**config.mk**
```make
export PLATFORM = sky130hd
export DESIGN_NAME = midi_track_event_parser
export DESIGN_NICKNAME = d
export VERILOG_FILES = /design/src/rtl/mtep_pkg.sv /design/src/rtl/mtep_core.sv /design/src/rtl/midi_track_event_parser.sv
export SDC_FILE = /design/constraint.sdc
export NUM_CORES = 1
export LEC_CHECK = 0
export ABC_AREA = 0
export BUFFER_PORTS_ARGS = -buffer_cell sky130_fd_sc_hd__clkbuf_2
export CORE_ASPECT_RATIO = 0.5
export CORE_MARGIN = 2
export CORE_UTILIZATION = 33
export DETAILED_ROUTE_END_ITERATION = 10
export HOLD_SLACK_MARGIN = 0.12
export SLEW_MARGIN = 15
export SYNTH_ARGS = -nofsm -noshare
export SYNTH_HDL_FRONTEND = slang
export SYNTH_SLANG_ARGS = --single-unit
export TNS_END_PERCENT = 10
```
**constraint.sdc**
```tcl
create_clock -name clk_i -period 8.73 [get_ports clk_i]
set_input_delay 0.873 -clock clk_i [delete_from_list [all_inputs] [get_ports clk_i]]
set_output_delay 0.873 -clock clk_i [all_outputs]
set_load 0.1 [all_outputs]
```
**src/rtl/mtep_pkg.sv**
```systemverilog
package mtep_pkg;

  localparam int unsigned VarlenMaxBytes = 4;
  localparam int unsigned VarlenCntW     = 3;
  localparam int unsigned TicksW         = 28;
  localparam int unsigned InDataW        = 8;
  localparam int unsigned OutFieldsW     = 97;
  localparam int unsigned OutDataW       = 104;

  localparam logic [7:0] MetaStatus   = 8'hff;
  localparam logic [3:0] HiNoteOff    = 4'h8;
  localparam logic [3:0] HiNoteOn     = 4'h9;
  localparam logic [3:0] HiKeyPress   = 4'ha;
  localparam logic [3:0] HiControl    = 4'hb;
  localparam logic [3:0] HiProgram    = 4'hc;
  localparam logic [3:0] HiChanPress  = 4'hd;
  localparam logic [3:0] HiSystem     = 4'hf;
  localparam logic [7:0] ModeCtrlLow  = 8'd121;
  localparam logic [7:0] ModeCtrlHigh = 8'd127;

  typedef enum logic [1:0] {
    KindChannel = 2'd0,
    KindMetaHdr = 2'd1,
    KindPayload = 2'd2,
    KindError   = 2'd3
  } kind_e;

  typedef enum logic [1:0] {
    ErrDeltaLong  = 2'd0,
    ErrNoRunning  = 2'd1,
    ErrBadStatus  = 2'd2,
    ErrMetaLenLong = 2'd3
  } err_e;

  typedef enum logic [2:0] {
    MsgNoteOff   = 3'd0,
    MsgNoteOn    = 3'd1,
    MsgKeyPress  = 3'd2,
    MsgControl   = 3'd3,
    MsgMode      = 3'd4,
    MsgProgram   = 3'd5,
    MsgChanPress = 3'd6,
    MsgBend      = 3'd7
  } msg_e;

  typedef enum logic [7:0] {
    PhDelta   = 8'b0000_0001,
    PhStatus  = 8'b0000_0010,
    PhData1   = 8'b0000_0100,
    PhData2   = 8'b0000_1000,
    PhMtype   = 8'b0001_0000,
    PhMlen    = 8'b0010_0000,
    PhPayload = 8'b0100_0000,
    PhHalt    = 8'b1000_0000
  } phase_e;

  typedef struct packed {
    kind_e             kind;
    logic [TicksW-1:0] delta_ticks;
    msg_e              message_type;
    logic [3:0]        channel;
    logic [7:0]        first_data;
    logic [7:0]        second_data;
    logic [7:0]        meta_kind;
    logic [TicksW-1:0] meta_length;
    logic [7:0]        payload_byte;
    logic              last;
    err_e              error_code;
  } result_t;

  function automatic msg_e type_code(input logic [7:0] status, input logic [7:0] d0);
    msg_e t;
    case (status[7:4])
      HiNoteOff:   t = MsgNoteOff;
      HiNoteOn:    t = MsgNoteOn;
      HiKeyPress:  t = MsgKeyPress;
      HiControl:   t = (d0 >= ModeCtrlLow && d0 <= ModeCtrlHigh) ? MsgMode : MsgControl;
      HiProgram:   t = MsgProgram;
      HiChanPress: t = MsgChanPress;
      default:     t = MsgBend;
    endcase
    return t;
  endfunction

  // fields from the lowest bit up, zero filled to whole bytes
  function automatic logic [OutDataW-1:0] pack_out(input result_t r);
    logic [OutFieldsW-1:0] f;
    f = {r.error_code, r.payload_byte, r.meta_length, r.meta_kind, r.second_data,
         r.first_data, r.channel, r.message_type, r.delta_ticks};
    return {{(OutDataW-OutFieldsW){1'b0}}, f};
  endfunction

endpackage

```
**src/rtl/mtep_core.sv**
```systemverilog
module mtep_core #(
  parameter int unsigned VarlenMax = mtep_pkg::VarlenMaxBytes
) (
  input  logic                            clk_i,
  input  logic                            rst_ni,
  input  logic                            step_i,
  input  logic [7:0]                      data_byte_i,
  input  logic                            track_start_i,
  output logic                            res_valid_o,
  output mtep_pkg::result_t               res_o
);
  import mtep_pkg::*;

  phase_e                phase_q, phase_d, phase_cur;
  logic [7:0]            rs_q, rs_d, rs_cur;
  logic [TicksW-1:0]     acc_q, acc_d, acc_cur, acc_vl;
  logic [VarlenCntW-1:0] cnt_q, cnt_d, cnt_cur, cnt_vl;
  logic [TicksW-1:0]     delta_q, delta_d;
  logic [7:0]            first_q, first_d;
  logic [7:0]            mkind_q, mkind_d;
  logic [TicksW-1:0]     rem_q, rem_d, rem_dec;
  logic                  vl_more, vl_long, take_first;
  logic                  do_emit, do_fail, do_restart;
  logic [7:0]            emit_d0, emit_d1;
  err_e                  fail_code;

  always_comb begin
    phase_cur = track_start_i ? PhDelta : phase_q;
    rs_cur    = track_start_i ? 8'h00 : rs_q;
    acc_cur   = track_start_i ? '0 : acc_q;
    cnt_cur   = track_start_i ? '0 : cnt_q;

    // one 7-bit group of a variable-length number
    acc_vl  = {acc_cur[TicksW-8:0], data_byte_i[6:0]};
    cnt_vl  = cnt_cur + VarlenCntW'(1);
    vl_more = data_byte_i[7];
    vl_long = data_byte_i[7] && (cnt_vl >= VarlenCntW'(VarlenMax));
    rem_dec = rem_q - TicksW'(1);

    take_first = (phase_cur == PhData1) ||
                 ((phase_cur == PhStatus) && !data_byte_i[7] && rs_cur[7]);

    phase_d = phase_cur;
    rs_d    = rs_cur;
    acc_d   = acc_cur;
    cnt_d   = cnt_cur;
    delta_d = delta_q;
    first_d = first_q;
    mkind_d = mkind_q;
    rem_d   = rem_q;

    do_emit    = 1'b0;
    do_fail    = 1'b0;
    do_restart = 1'b0;
    emit_d0    = data_byte_i;
    emit_d1    = 8'h00;
    fail_code  = ErrDeltaLong;
    res_valid_o = 1'b0;
    res_o       = '0;

    case (phase_cur)
      PhDelta: begin
        acc_d = acc_vl;
        cnt_d = cnt_vl;
        if (vl_long) begin
          do_fail   = 1'b1;
          fail_code = ErrDeltaLong;
        end else if (!vl_more) begin
          delta_d = acc_vl;
          phase_d = PhStatus;
        end
      end
      PhStatus: begin
        if (data_byte_i[7]) begin
          if (data_byte_i == MetaStatus) begin
            rs_d    = 8'h00;
            phase_d = PhMtype;
          end else begin
            rs_d = data_byte_i;
            if (data_byte_i[7:4] == HiSystem) begin
              do_fail   = 1'b1;
              fail_code = ErrBadStatus;
            end else begin
              phase_d = PhData1;
            end
          end
        end else if (!rs_cur[7]) begin
          do_fail   = 1'b1;
          fail_code = ErrNoRunning;
        end
      end
      PhData2: begin
        do_emit = 1'b1;
        emit_d0 = first_q;
        emit_d1 = data_byte_i;
      end
      PhMtype: begin
        mkind_d = data_byte_i;
        acc_d   = '0;
        cnt_d   = '0;
        phase_d = PhMlen;
      end
      PhMlen: begin
        acc_d = acc_vl;
        cnt_d = cnt_vl;
        if (vl_long) begin
          do_fail   = 1'b1;
          fail_code = ErrMetaLenLong;
        end else if (!vl_more) begin
          rem_d             = acc_vl;
          res_valid_o       = 1'b1;
          res_o.kind        = KindMetaHdr;
          res_o.delta_ticks = delta_q;
          res_o.meta_kind   = mkind_q;
          res_o.meta_length = acc_vl;
          if (acc_vl == '0) begin
            res_o.last = 1'b1;
            do_restart = 1'b1;
          end else begin
            phase_d = PhPayload;
          end
        end
      end
      PhPayload: begin
        rem_d              = rem_dec;
        res_valid_o        = 1'b1;
        res_o.kind         = KindPayload;
        res_o.delta_ticks  = delta_q;
        res_o.meta_kind    = mkind_q;
        res_o.payload_byte = data_byte_i;
        if (rem_dec == '0) begin
          res_o.last = 1'b1;
          do_restart = 1'b1;
        end
      end
      default: ;
    endcase

    // first data byte under a valid running status
    if (take_first) begin
      if (rs_cur[7:4] == HiSystem) begin
        do_fail   = 1'b1;
        fail_code = ErrBadStatus;
      end else if (rs_cur[7:4] == HiProgram || rs_cur[7:4] == HiChanPress) begin
        do_emit = 1'b1;
        emit_d0 = data_byte_i;
        emit_d1 = 8'h00;
      end else begin
        first_d = data_byte_i;
        phase_d = PhData2;
      end
    end

    if (do_emit) begin
      res_valid_o        = 1'b1;
      res_o.kind         = KindChannel;
      res_o.delta_ticks  = delta_q;
      res_o.message_type = type_code(rs_cur, emit_d0);
      res_o.channel      = rs_cur[3:0];
      res_o.first_data   = emit_d0;
      res_o.second_data  = emit_d1;
      res_o.last         = 1'b1;
      do_restart         = 1'b1;
    end

    if (do_restart) begin
      phase_d = PhDelta;
      acc_d   = '0;
      cnt_d   = '0;
    end

    if (do_fail) begin
      res_valid_o      = 1'b1;
      res_o            = '0;
      res_o.kind       = KindError;
      res_o.last       = 1'b1;
      res_o.error_code = fail_code;
      phase_d          = PhHalt;
    end
  end

  always_ff @(posedge clk_i or negedge rst_ni) begin
    if (!rst_ni) begin
      phase_q <= PhDelta;
      rs_q    <= 8'h00;
      acc_q   <= '0;
      cnt_q   <= '0;
      delta_q <= '0;
      first_q <= 8'h00;
      mkind_q <= 8'h00;
      rem_q   <= '0;
    end else if (step_i) begin
      phase_q <= phase_d;
      rs_q    <= rs_d;
      acc_q   <= acc_d;
      cnt_q   <= cnt_d;
      delta_q <= delta_d;
      first_q <= first_d;
      mkind_q <= mkind_d;
      rem_q   <= rem_d;
    end
  end

endmodule

```
**src/rtl/midi_track_event_parser.sv**
```systemverilog
// midi track event parser
// slave stream: one word per track body byte; tdata carries the byte, tuser
//   the track start flag, which clears running status and any error halt
//   before that byte is parsed
// master stream: at most one word per input byte; tuser gives the kind
//   (channel message, meta header, meta payload byte, error), tlast marks the
//   final word of an event, tdata carries the other result fields
// a byte is registered in the input register, parsed from there, and its
//   result word is registered in the output register
// throughput: one byte per cycle while the master side does not stall, set by
//   the combinational parser step between the input and output registers
// a stalled master side holds the output word; an empty input register
//   still takes one more byte, then tready drops until the output word leaves
// reset clears both registers' valid flags and returns the parser to
//   expecting a delta time with no running status
// after an error the parser drops all bytes until one arrives with track
//   start set
module midi_track_event_parser #(
  parameter int unsigned VarlenMax = mtep_pkg::VarlenMaxBytes
) (
  input  logic                           clk_i,
  input  logic                           rst_ni,
  input  logic                           s_axis_tvalid,
  output logic                           s_axis_tready,
  input  logic [mtep_pkg::InDataW-1:0]   s_axis_tdata,  // data_byte
  input  logic                           s_axis_tuser,  // track_start
  output logic                           m_axis_tvalid,
  input  logic                           m_axis_tready,
  // delta ticks, message_type, channel, first_data, second_data, meta_kind,
  // meta_length, payload_byte, error_code, zero fill
  output logic [mtep_pkg::OutDataW-1:0]  m_axis_tdata,
  output logic [1:0]                     m_axis_tuser,  // kind
  output logic                           m_axis_tlast   // last
);
  import mtep_pkg::*;

  // input register
  logic             in_valid_q, in_valid_d;
  logic [7:0]       in_byte_q;
  logic             in_start_q;

  // output register
  logic             out_valid_q, out_valid_d;
  result_t          out_q;

  logic             step;
  logic             res_valid;
  result_t          res;

  // parse the held byte whenever the output register can take its result
  assign step          = in_valid_q && (!out_valid_q || m_axis_tready);
  assign s_axis_tready = !in_valid_q || step;

  assign in_valid_d  = s_axis_tvalid ? 1'b1 : (in_valid_q && !step);
  assign out_valid_d = step ? res_valid : (out_valid_q && !m_axis_tready);

  mtep_core #(
    .VarlenMax (VarlenMax)
  ) u_core (
    .clk_i         (clk_i),
    .rst_ni        (rst_ni),
    .step_i        (step),
    .data_byte_i   (in_byte_q),
    .track_start_i (in_start_q),
    .res_valid_o   (res_valid),
    .res_o         (res)
  );

  always_ff @(posedge clk_i or negedge rst_ni) begin
    if (!rst_ni) begin
      in_valid_q  <= 1'b0;
      out_valid_q <= 1'b0;
    end else begin
      if (s_axis_tready) begin
        in_valid_q <= in_valid_d;
      end
      out_valid_q <= out_valid_d;
    end
  end

  // payload registers, no reset
  always_ff @(posedge clk_i) begin
    if (s_axis_tvalid && s_axis_tready) begin
      in_byte_q  <= s_axis_tdata;
      in_start_q <= s_axis_tuser;
    end
    if (step && res_valid) begin
      out_q <= res;
    end
  end

  assign m_axis_tvalid = out_valid_q;
  assign m_axis_tdata  = pack_out(out_q);
  assign m_axis_tuser  = out_q.kind;
  assign m_axis_tlast  = out_q.last;

endmodule

```
After elaboration in Yosys (flattened, before gate mapping)
Cells that the tools add are included.
{"block": "classes", "magnitude_cmp": 3, "n_reduce_logical": 29, "n_bitwise": 7, "n_addsub": 2, "eq_ne": 18, "mux": 78}
{"cell": "2-to-1 mux 8 bit", "count": 26}
{"cell": "2-to-1 mux 36 bit", "count": 2}
{"cell": "case mux 30 bit (2 select lines)", "count": 1}
{"cell": "logical NOT 28 bit", "count": 2}
{"cell": "2-to-1 mux 28 bit", "count": 2}
{"cell": "case mux 28 bit (2 select lines)", "count": 1}
{"cell": "2-to-1 mux 53 bit", "count": 1}
{"cell": "2-to-1 mux 21 bit", "count": 2}
{"cell": "case mux 21 bit (2 select lines)", "count": 1}
{"cell": "== test 4 bit, second input constant", "count": 8}
{"cell": "case mux 8 bit (4 select lines)", "count": 1}
{"cell": "2-to-1 mux 30 bit", "count": 1}
{"cell": "2-to-1 mux 29 bit", "count": 1}
{"cell": "subtractor 28 x 1 -> 28 bit, second input constant", "count": 1}
{"cell": "2-to-1 mux 1 bit", "count": 23}
{"cell": "case mux 3 bit (6 select lines)", "count": 1}
{"cell": "case mux 8 bit (2 select lines)", "count": 1}
{"cell": "2-to-1 mux 2 bit", "count": 6}
{"cell": "AND reduction 4 bit", "count": 3}
{"cell": "logical AND 1 bit", "count": 9}
{"cell": "2-to-1 mux 3 bit", "count": 3}
{"cell": "== test 8 x 1 -> 1 bit, second input constant", "count": 1}
{"cell": "== test 8 x 2 -> 1 bit, second input constant", "count": 1}
{"cell": "== test 8 x 3 -> 1 bit, second input constant", "count": 1}
{"cell": "20 further kinds", "count": 38}
{"block": "totals", "input_bits": 13, "wordCells": 160, "regBits": 223}

Logic depth before layout (Yosys ltp)
Gate-level depths: netlist of run 1.
{"block": "logic_depth", "ltp_word": 11, "depth_mapped": 13, "depth_no_buf": 9}

Cells and area by module
Synthesis of run 1 repeated with hierarchy kept, for this count alone.
{"block": "hier_totals", "cells_unflattened": 932, "hier_area_um2": 10274.9}
{"module": "mtep_core", "seq_area_each_um2": 2803.9, "cells_per_inst": 805, "n_inst": 1, "area_per_inst_um2": 6834.1}
{"module": "midi_track_event_parser", "seq_area_each_um2": 3323.2, "cells_per_inst": 127, "n_inst": 1, "area_per_inst_um2": 3440.8}

Worst setup path before layout of run 1
No wires, ideal clock.
{"block": "synth_path", "kind": "register to register", "startpoint": "register in_start_q", "endpoint": "register out_q, in the netlist m_axis_tdata[0], enable pin", "setup_time_ns": 0.454, "path_stages_with_launch": 9, "arrival_ns": 4.206, "slack_ns": 4.071, "required_ns": 8.276, "cell_sequence": "edfxtp_1 nor3_1 and2_0 o2111ai_1 o21ai_0 nor3_1 clkbuf_1 a21o_1 inv_1"}
{"block": "synth_via", "elab_chain_cells": 10, "elab_cells_between_ends": 35, "classes_between": "1 x add/sub; 1 x order compare; 9 x eq/ne; 17 x mux; 7 x reduce/logical"}
{"item": "start, declared", "line_no": "midi_track_event_parser.sv:40", "rtl": "logic in_start_q;"}
{"item": "start signal, assigned", "line_no": "midi_track_event_parser.sv:85", "rtl": "in_start_q <= s_axis_tuser;"}
{"item": "2-to-1 mux 3 bit", "line_no": "mtep_core.sv:31", "rtl": "cnt_cur = track_start_i ? '0 : cnt_q;"}
{"item": "adder 3 x 1 -> 3 bit", "line_no": "mtep_core.sv:35", "rtl": "cnt_vl = cnt_cur + VarlenCntW'(1);"}
{"item": ">= comparator 3 bit", "line_no": "mtep_core.sv:37", "rtl": "vl_long = data_byte_i[7] && (cnt_vl >= VarlenCntW'(VarlenMax));"}
{"item": "logical AND 1 bit", "line_no": "mtep_core.sv:37"}
{"item": "2-to-1 mux 1 bit", "line_no": "mtep_core.sv:65, mtep_core.sv:106"}
{"item": "case mux 1 bit (2 select lines)", "line_no": "mtep_core.sv:61", "rtl": "case (phase_cur)"}
{"item": "2-to-1 mux 1 bit", "line_no": "mtep_core.sv:141", "rtl": "if (rs_cur[7:4] == HiSystem) begin"}
{"item": "2-to-1 mux 1 bit", "line_no": "mtep_core.sv:140", "rtl": "if (take_first) begin"}
{"item": "2-to-1 mux 1 bit (*)", "line_no": "mtep_core.sv:172", "rtl": "if (do_fail) begin"}
{"item": "logical AND 1 bit (*)", "line_no": "midi_track_event_parser.sv:87", "rtl": "if (step && res_valid) begin"}
{"item": "end signal, assigned", "line_no": "midi_track_event_parser.sv:88", "rtl": "out_q <= res;"}
{"item": "end, declared", "line_no": "midi_track_event_parser.sv:44", "rtl": "result_t out_q;"}
Mark *: on every way between the ends. The rest lies on a longest branch, timed or not.
A chain may end at the register's enable or synchronous reset.

Worst setup path after layout of run 1
{"block": "layout_path", "startpoint": "register in_start_q", "endpoint": "register out_q, in the netlist m_axis_tdata[87], enable pin"}
Same word-level chain as after synthesis.

==> qor.yml, run 1 <==
drt:
  routed_wl_um: 26800
  first_iter_violations: 666
  drcViolationCount: 0
  viasPerCell: 5.37
  firstDrtPassIters: 5
  ant_nets: 0
  wl_per_cell_um: 18.9
  vias: 7639
clock_tree:
  cts_buffers: 23
  tritoncts: "done"
  clock_latency_ns: 0.52
  cts-resized-gates: 0
  htree_num_levels: 1
  cts.sinks: 223
  clock_path_buffers: 3
  cts_setup_buffers: 0
  cts_hold_buf: 0
  cts-root-buf: "clkbuf_16"
  cts.clk_slew.worst_paths_ns: 0.06
floorplanning:
  ioPinCount: 122
  dieWidth_um: 252
  rows: 45
  dieArea_um2: 32200
  core_um2: 30200
  fp.dieH_um: 128
  start_util: 0.335
grt:
  overflow: 0
  grt_start_max_net_pins: 74
  grtUsageTotal: 0.163
  antenna_found_initial: 0
  grt_pass1_wl_um: 41700
  first_global_vias: 7199
critical_path:
  arrival_ns: 4.85
  cp-end-kind: "flop"
  crit_required_ns: 8.87
  worstSetupPathType: "reg2reg"
  critPathLaunchType: "flop"
  crit_fanout: 65
sta:
  fin_worst_skew_ns: 0.0145
  whs_ns: 0.472
  relSlewSlack: 0.337
  hold_viol_final: 0
  period_share: 0.540
  fin_ws_ns: 4.02
  tns_ns: 0
  maxSlewViolCount: 0
  period_needed_ns: 4.71
  fmax_mhz: 212
  worst_slew_pin_slew_ns: 0.994
  setup_violations: 0
  rsz0062_at_grt: "false"
placement:
  placed_area_um2: 11000
  placedCellCount: 1380
  io_buffers: 114
  gp_congestion: 0.892
  hpwl_um: 18000
  pre_cts_slack_ns: 4.11
final_layout:
  final_cell_mix: "dfrtp_1 (113), clkbuf_2 (113), edfxtp_1 (109)"
  antennaDiodeCount: 0
  nets: 1023
  final_area_um2: 11800
  syn2layout_area_growth_pct: 16.1
  layout-drive-gt1-share: 0.197
  fillers: 2965
  final_util: 0.389
  final_cell_count_no_fill: 1423
synth:
  yosysWarnings: 0
  synth_ff_type: "dfrtp_1"
  syn_area_per_cell_um2: 11.1
  synth_area_um2: 10100
  synth_edf_count: 109
  ys_ff_latch: 223
  async_reset_ff_frac: 0.511
  ys_types: 70
  seq_area_frac_synth: 0.605
  syn_inst: 916
power:
  swShare: 0.407
  seq_power_share: 0.425
  power_switching_mw: 1.54
  clock_power_share: 0.248
  power-per-cell-area_nw_per_um2: 323
  intPower_mw: 2.25
  vdd_drop_max_v: 0.000123
  pwr-share-comb: 0.327
  p_total_mw: 3.79
  p_leak_nw: 4.66
worst_hold_path:
  hp-class: "reg2reg"
run_status:
  outcome: "finished, final reports clean"
run:
  drv_cap: 0
[cells by family (layout without fill, tap and decap cells)]
logic type | after synthesis | after routing | synth area share
simple gates | 370 | 370 | 0.189
buf+inv | 80 | 182 | 0.0355
xor+xnor | 4 | 4 | 0.00346
compound gates | 213 | 213 | 0.138
fa+ha+maj | 3 | 3 | 0.00371
flops | 223 | 223 | 0.605
mux | 22 | 22 | 0.0245
other cells | 1 | 7 | 0.000370
[synthesized netlist by cell type, types with 3 or more instances]
library cell    n  area share
a211oi_1        3      0.0022
a21oi_1        45       0.022
a22o_1         27       0.023
a2bb2oi_1       5      0.0043
a31oi_1         5      0.0031
a32o_1          4      0.0040
a32oi_1         4      0.0035
a41oi_1         3      0.0026
and2_1         29       0.018
buf_4           8      0.0059
clkbuf_1       57       0.021
dfrtp_1       113        0.28
edfxtp_1      109        0.32
ha_1            3      0.0037
inv_1           9      0.0033
mux2_2         22       0.024
nand2_1       103       0.038
nand2b_1        7      0.0043
nand3_1        13      0.0064
nand4_1        14      0.0087
nand4b_1        3      0.0026
nor2_1         74       0.027
nor2b_1        55       0.034
nor3_1         22       0.011
nor3b_1         3      0.0022
nor4_1         15      0.0093
nor4b_1         4      0.0035
o211ai_1        3      0.0022
o21ai_0        66       0.033
o21bai_1        3      0.0022
o22a_1          4      0.0035
o22ai_1         7      0.0043
o31a_1          3      0.0026
o31ai_1         8      0.0059
o32ai_1         3      0.0026
o41ai_1         3      0.0026
or3_1           8      0.0049
or4_4           3      0.0033
xnor2_1         4      0.0035
[critical path, cell delays in order, from the launching register on]
cell       delay [ns]
edfxtp_1         0.73
nor3_1           0.69
and2_0           0.36
o2111ai_1        0.24
o21ai_0          0.79
nor3_2           0.13
a21o_1           0.24
inv_4            0.35
buf_4            0.71
[registers in the layout, summed over array words and instances (netlist names)]
register,flops
m_axis_tvalid,1
u_core.cnt_q,3
m_axis_tuser,2
u_core.acc_q,21
u_core.phase_q,8
u_core.mkind_q,8
in_valid_q,1
m_axis_tdata,97
m_axis_tlast,1
in_start_q,1
u_core.first_q,8
u_core.delta_q,28
in_byte_q,8
u_core.rs_q,8
u_core.rem_q,28
[metal layers]
layer | vias to the layer above | part of all wire | global-route usage
met5 | - | 0 | 0
met4 | 0 | 0.020 | 0.0392
met3 | 43 | 0.067 | 0.0284
met2 | 253 | 0.45 | 0.249
met1 | 3828 | 0.46 | 0.242
li1 | 3515 | - | -
[path summary, 6_finish.rpt]
kind,slack [ns],depth (start not counted),from,to
max reg2reg,4.02,8,in_start_q$_DFFE_PP_,m_axis_tdata[87]$_SDFFCE_PP0P_
max,4.02,8,in_start_q$_DFFE_PP_,m_axis_tdata[87]$_SDFFCE_PP0P_
max in group asynchronous,7.04,2,rst_ni,u_core.delta_q[3]$_DFFE_PN0P_
min,0.47,2,u_core.delta_q[16]$_DFFE_PN0P_,u_core.delta_q[16]$_DFFE_PN0P_
min in group asynchronous,0.53,1,rst_ni,u_core.rem_q[22]$_DFFE_PN0P_
min reg2reg,0.47,2,u_core.delta_q[16]$_DFFE_PN0P_,u_core.delta_q[16]$_DFFE_PN0P_
[power by group through the flow]
stage                     Sequential [mW]  Combinational [mW]  Clock (mW)
after detailed placement             1.62                1.23           0
after global placement               1.62                1.21           0
after CTS                            1.61                1.24       0.959
final                                1.61                1.24       0.942
after floorplan                      1.88               0.685           0
after global routing                 1.65                1.34        1.00
[final cells by class]
cell class / instances / area (um2) / area share
clock buffer: 28 / 614 / 0.0523
clock inverter: 14 / 98.8 / 0.00841
inverter: 10 / 40.0 / 0.00341
multi-input combinational: 619 / 3680 / 0.313
sequential: 223 / 6130 / 0.521
tap: 399 / 499 / 0.0425
timing repair buffer: 130 / 693 / 0.0590
Power figures use the tool's default switching activity.
==> inputs of run 2 (changes only) <==
- clock period: 8.73 -> 4.3 ns (I/O delays scaled with it)
==> run 2 against run 1 <==
Against the previous run: clock-buffer cell count down 1; total power up 110%; critical endpoint is now u_core.acc_q[4]$_DFFE_PN0P_; global-route usage up 0.39 points; setup slack worse by 3.3 ns; critical path type unchanged; hold slack worse by 0.23 ns; highest routed layer unchanged; sequential share of layout area down 0.94 points; routed wire length up 1.7%; final cell count up 1.3%; die area unchanged; core utilization up 0.72 points; critical path depth up 1; sequential cell count unchanged.
==> qor.yml, run 2 (synthesis results as in run 1) <==
run_status:
  outcome: "finished, final reports clean"
run:
  drv_cap: 0  # unchanged
drt:
  drcViolationCount: 0  # unchanged
  first_iter_violations: 762  # +14%
  wl_per_cell_um: 18.9  # +0.32%
  vias: 7621  # -0.24%
  routed_wl_um: 27300  # +1.7%
  ant_nets: 0  # unchanged
  viasPerCell: 5.29  # -1.6%
  firstDrtPassIters: 5  # unchanged
floorplanning:
  fp.dieH_um: 128  # unchanged
  dieArea_um2: 32200  # unchanged
  core_um2: 30200  # unchanged
  start_util: 0.335  # unchanged
  rows: 45  # unchanged
  ioPinCount: 122  # unchanged
  dieWidth_um: 252  # unchanged
placement:
  placed_area_um2: 11100  # +0.67%
  gp_congestion: 0.862  # -3.4%
  io_buffers: 114  # unchanged
  pre_cts_slack_ns: 0.811  # -3.30 ns
  hpwl_um: 18500  # +3.0%
worst_hold_path:
  hp-class: "in2reg"
  holdCritStartpoint: "m_axis_tready"
final_layout:
  layout-drive-gt1-share: 0.205  # +0.00811
  final_area_um2: 12000  # +1.8%
  nets: 1041  # +1.8%
  final_cell_mix: "dfrtp_1 (113), clkbuf_2 (113), edfxtp_1 (109)"
  syn2layout_area_growth_pct: 18.3
  largest_reg_flops: 97  # unchanged
  fillers: 2891  # -2.5%
grt:
  grt_pass1_wl_um: 42400  # +1.8%
  antenna_found_initial: 0  # unchanged
  grtUsageTotal: 0.167  # +0.00393
  grt_start_max_net_pins: 75  # +1.4%
  first_global_vias: 7296  # +1.3%
  overflow: 0  # unchanged
power:
  vdd_drop_max_v: 0.000305  # +150%
  power-per-cell-area_nw_per_um2: 657  # +100%
  p_leak_nw: 4.75  # +2.1%
sta:
  fmax_mhz: 280  # +32%
  relSlewSlack: 0.460  # +0.123
  maxSlewViolCount: 0  # unchanged
  fin_ws_ns: 0.723  # -3.29 ns
  period_share: 0.832  # +0.292
  fin_worst_skew_ns: 0.0225  # +0.00804 ns
  period_needed_ns: 3.58  # -1.14 ns
  whs_ns: 0.240  # -0.233 ns
  tns_ns: 0  # unchanged
  hold_viol_final: 0  # unchanged
  setup_violations: 0  # unchanged
  worst_slew_pin_slew_ns: 0.810  # -0.185 ns
  rsz0062_at_grt: "false"
critical_path:
  crit_required_ns: 4.70  # -4.17 ns
  crit_fanout: 19  # -71%
  arrival_ns: 3.98  # -0.87 ns
  r2r-start: "u_core.rem_q[0]$_DFFE_PN0P_"
  cp-end-kind: "flop"
  cp-startpoint: "u_core.rem_q[0]$_DFFE_PN0P_"
  worstSetupPathType: "reg2reg"
  critPathLaunchType: "flop"
clock_tree:
  cts-root-buf: "clkbuf_16"
  htree_num_levels: 1  # unchanged
  cts.sinks: 223  # unchanged
  clock_latency_ns: 0.53  # about the same
  cts_buffers: 23  # unchanged
  tritoncts: "done"
  cts.clk_slew.worst_paths_ns: 0.06  # about the same
  clock_path_buffers: 3  # unchanged
[run 2: cell types whose count changed in the layout (fill, tap and decap cells not counted), moves of 2 or more]
cell           change
buf_4              +6
clkbuf_1           -2
clkinv_1           -4
clkinv_2           +3
clkinvlp_4         +2
dlygate4sd3_1     +11
[run 2: layer usage]
layer,up-vias,track usage,share of wire
met5,-,0,0
met1,3820,0.252,0.47
li1,3547,-,-
met3,35,0.0225,0.059
met4,0,0.0417,0.018
met2,219,0.254,0.45
[run 2: layout make-up]
type,instances,area [um2],share of cell area
antenna,1,2.50,0.000209
clock buffer,27,621,0.0518
clock inverter,15,136,0.0114
inverter,10,41.3,0.00345
multi-input combinational,619,3680,0.307
sequential,223,6130,0.512
tap,399,499,0.0417
timing repair buffer,148,868,0.0725
[run 2: final timing paths]
kind,to,slack [ns],cells past startpoint
max,u_core.acc_q[4]$_DFFE_PN0P_,0.72,9
min,in_valid_q$_DFFE_PN0N_,0.24,3
max reg2reg,u_core.acc_q[4]$_DFFE_PN0P_,0.72,9
min reg2reg,u_core.delta_q[22]$_DFFE_PN0P_,0.48,2
max in group asynchronous,u_core.rem_q[27]$_DFFE_PN0P_,2.83,3
min in group asynchronous,u_core.rem_q[25]$_DFFE_PN0P_,0.47,2
[run 2: repair_timing]
action / CTS / global route
hold buffers: 11 / 0
setup buffers: 0 / 0
endpoints found under the setup margin: 0 / 0
resized for setup: 0 / 0
hold endpoints to repair: 53 / 0
[run 2: worst max-delay path, stage by stage (launching register included)]
cell,delay [ns]
dfrtp_1,0.44
inv_1,0.09
ha_1,0.37
or4b_4,0.62
nor4_4,0.25
and2_1,0.18
o22ai_1,0.07
or4_4,0.59
a31o_1,0.50
a22o_1,0.33
[run 2: where the power goes]
| part | switching (mW) | internal [mW] |
|---|---|---|
| Combinational | 1.83 | 0.741 |
| Sequential | 0.508 | 2.77 |
| Clock | 0.859 | 1.16 |
[run 2: stage by stage]
step                instances  total power [mW]   util
floorplan                 922              5.21      -
global placement         1388              5.80  0.367
detailed placement       1388              5.86  0.367
CTS                      1441              7.89  0.396
global route             1441              8.25  0.396
finish                   1442              7.86  0.396
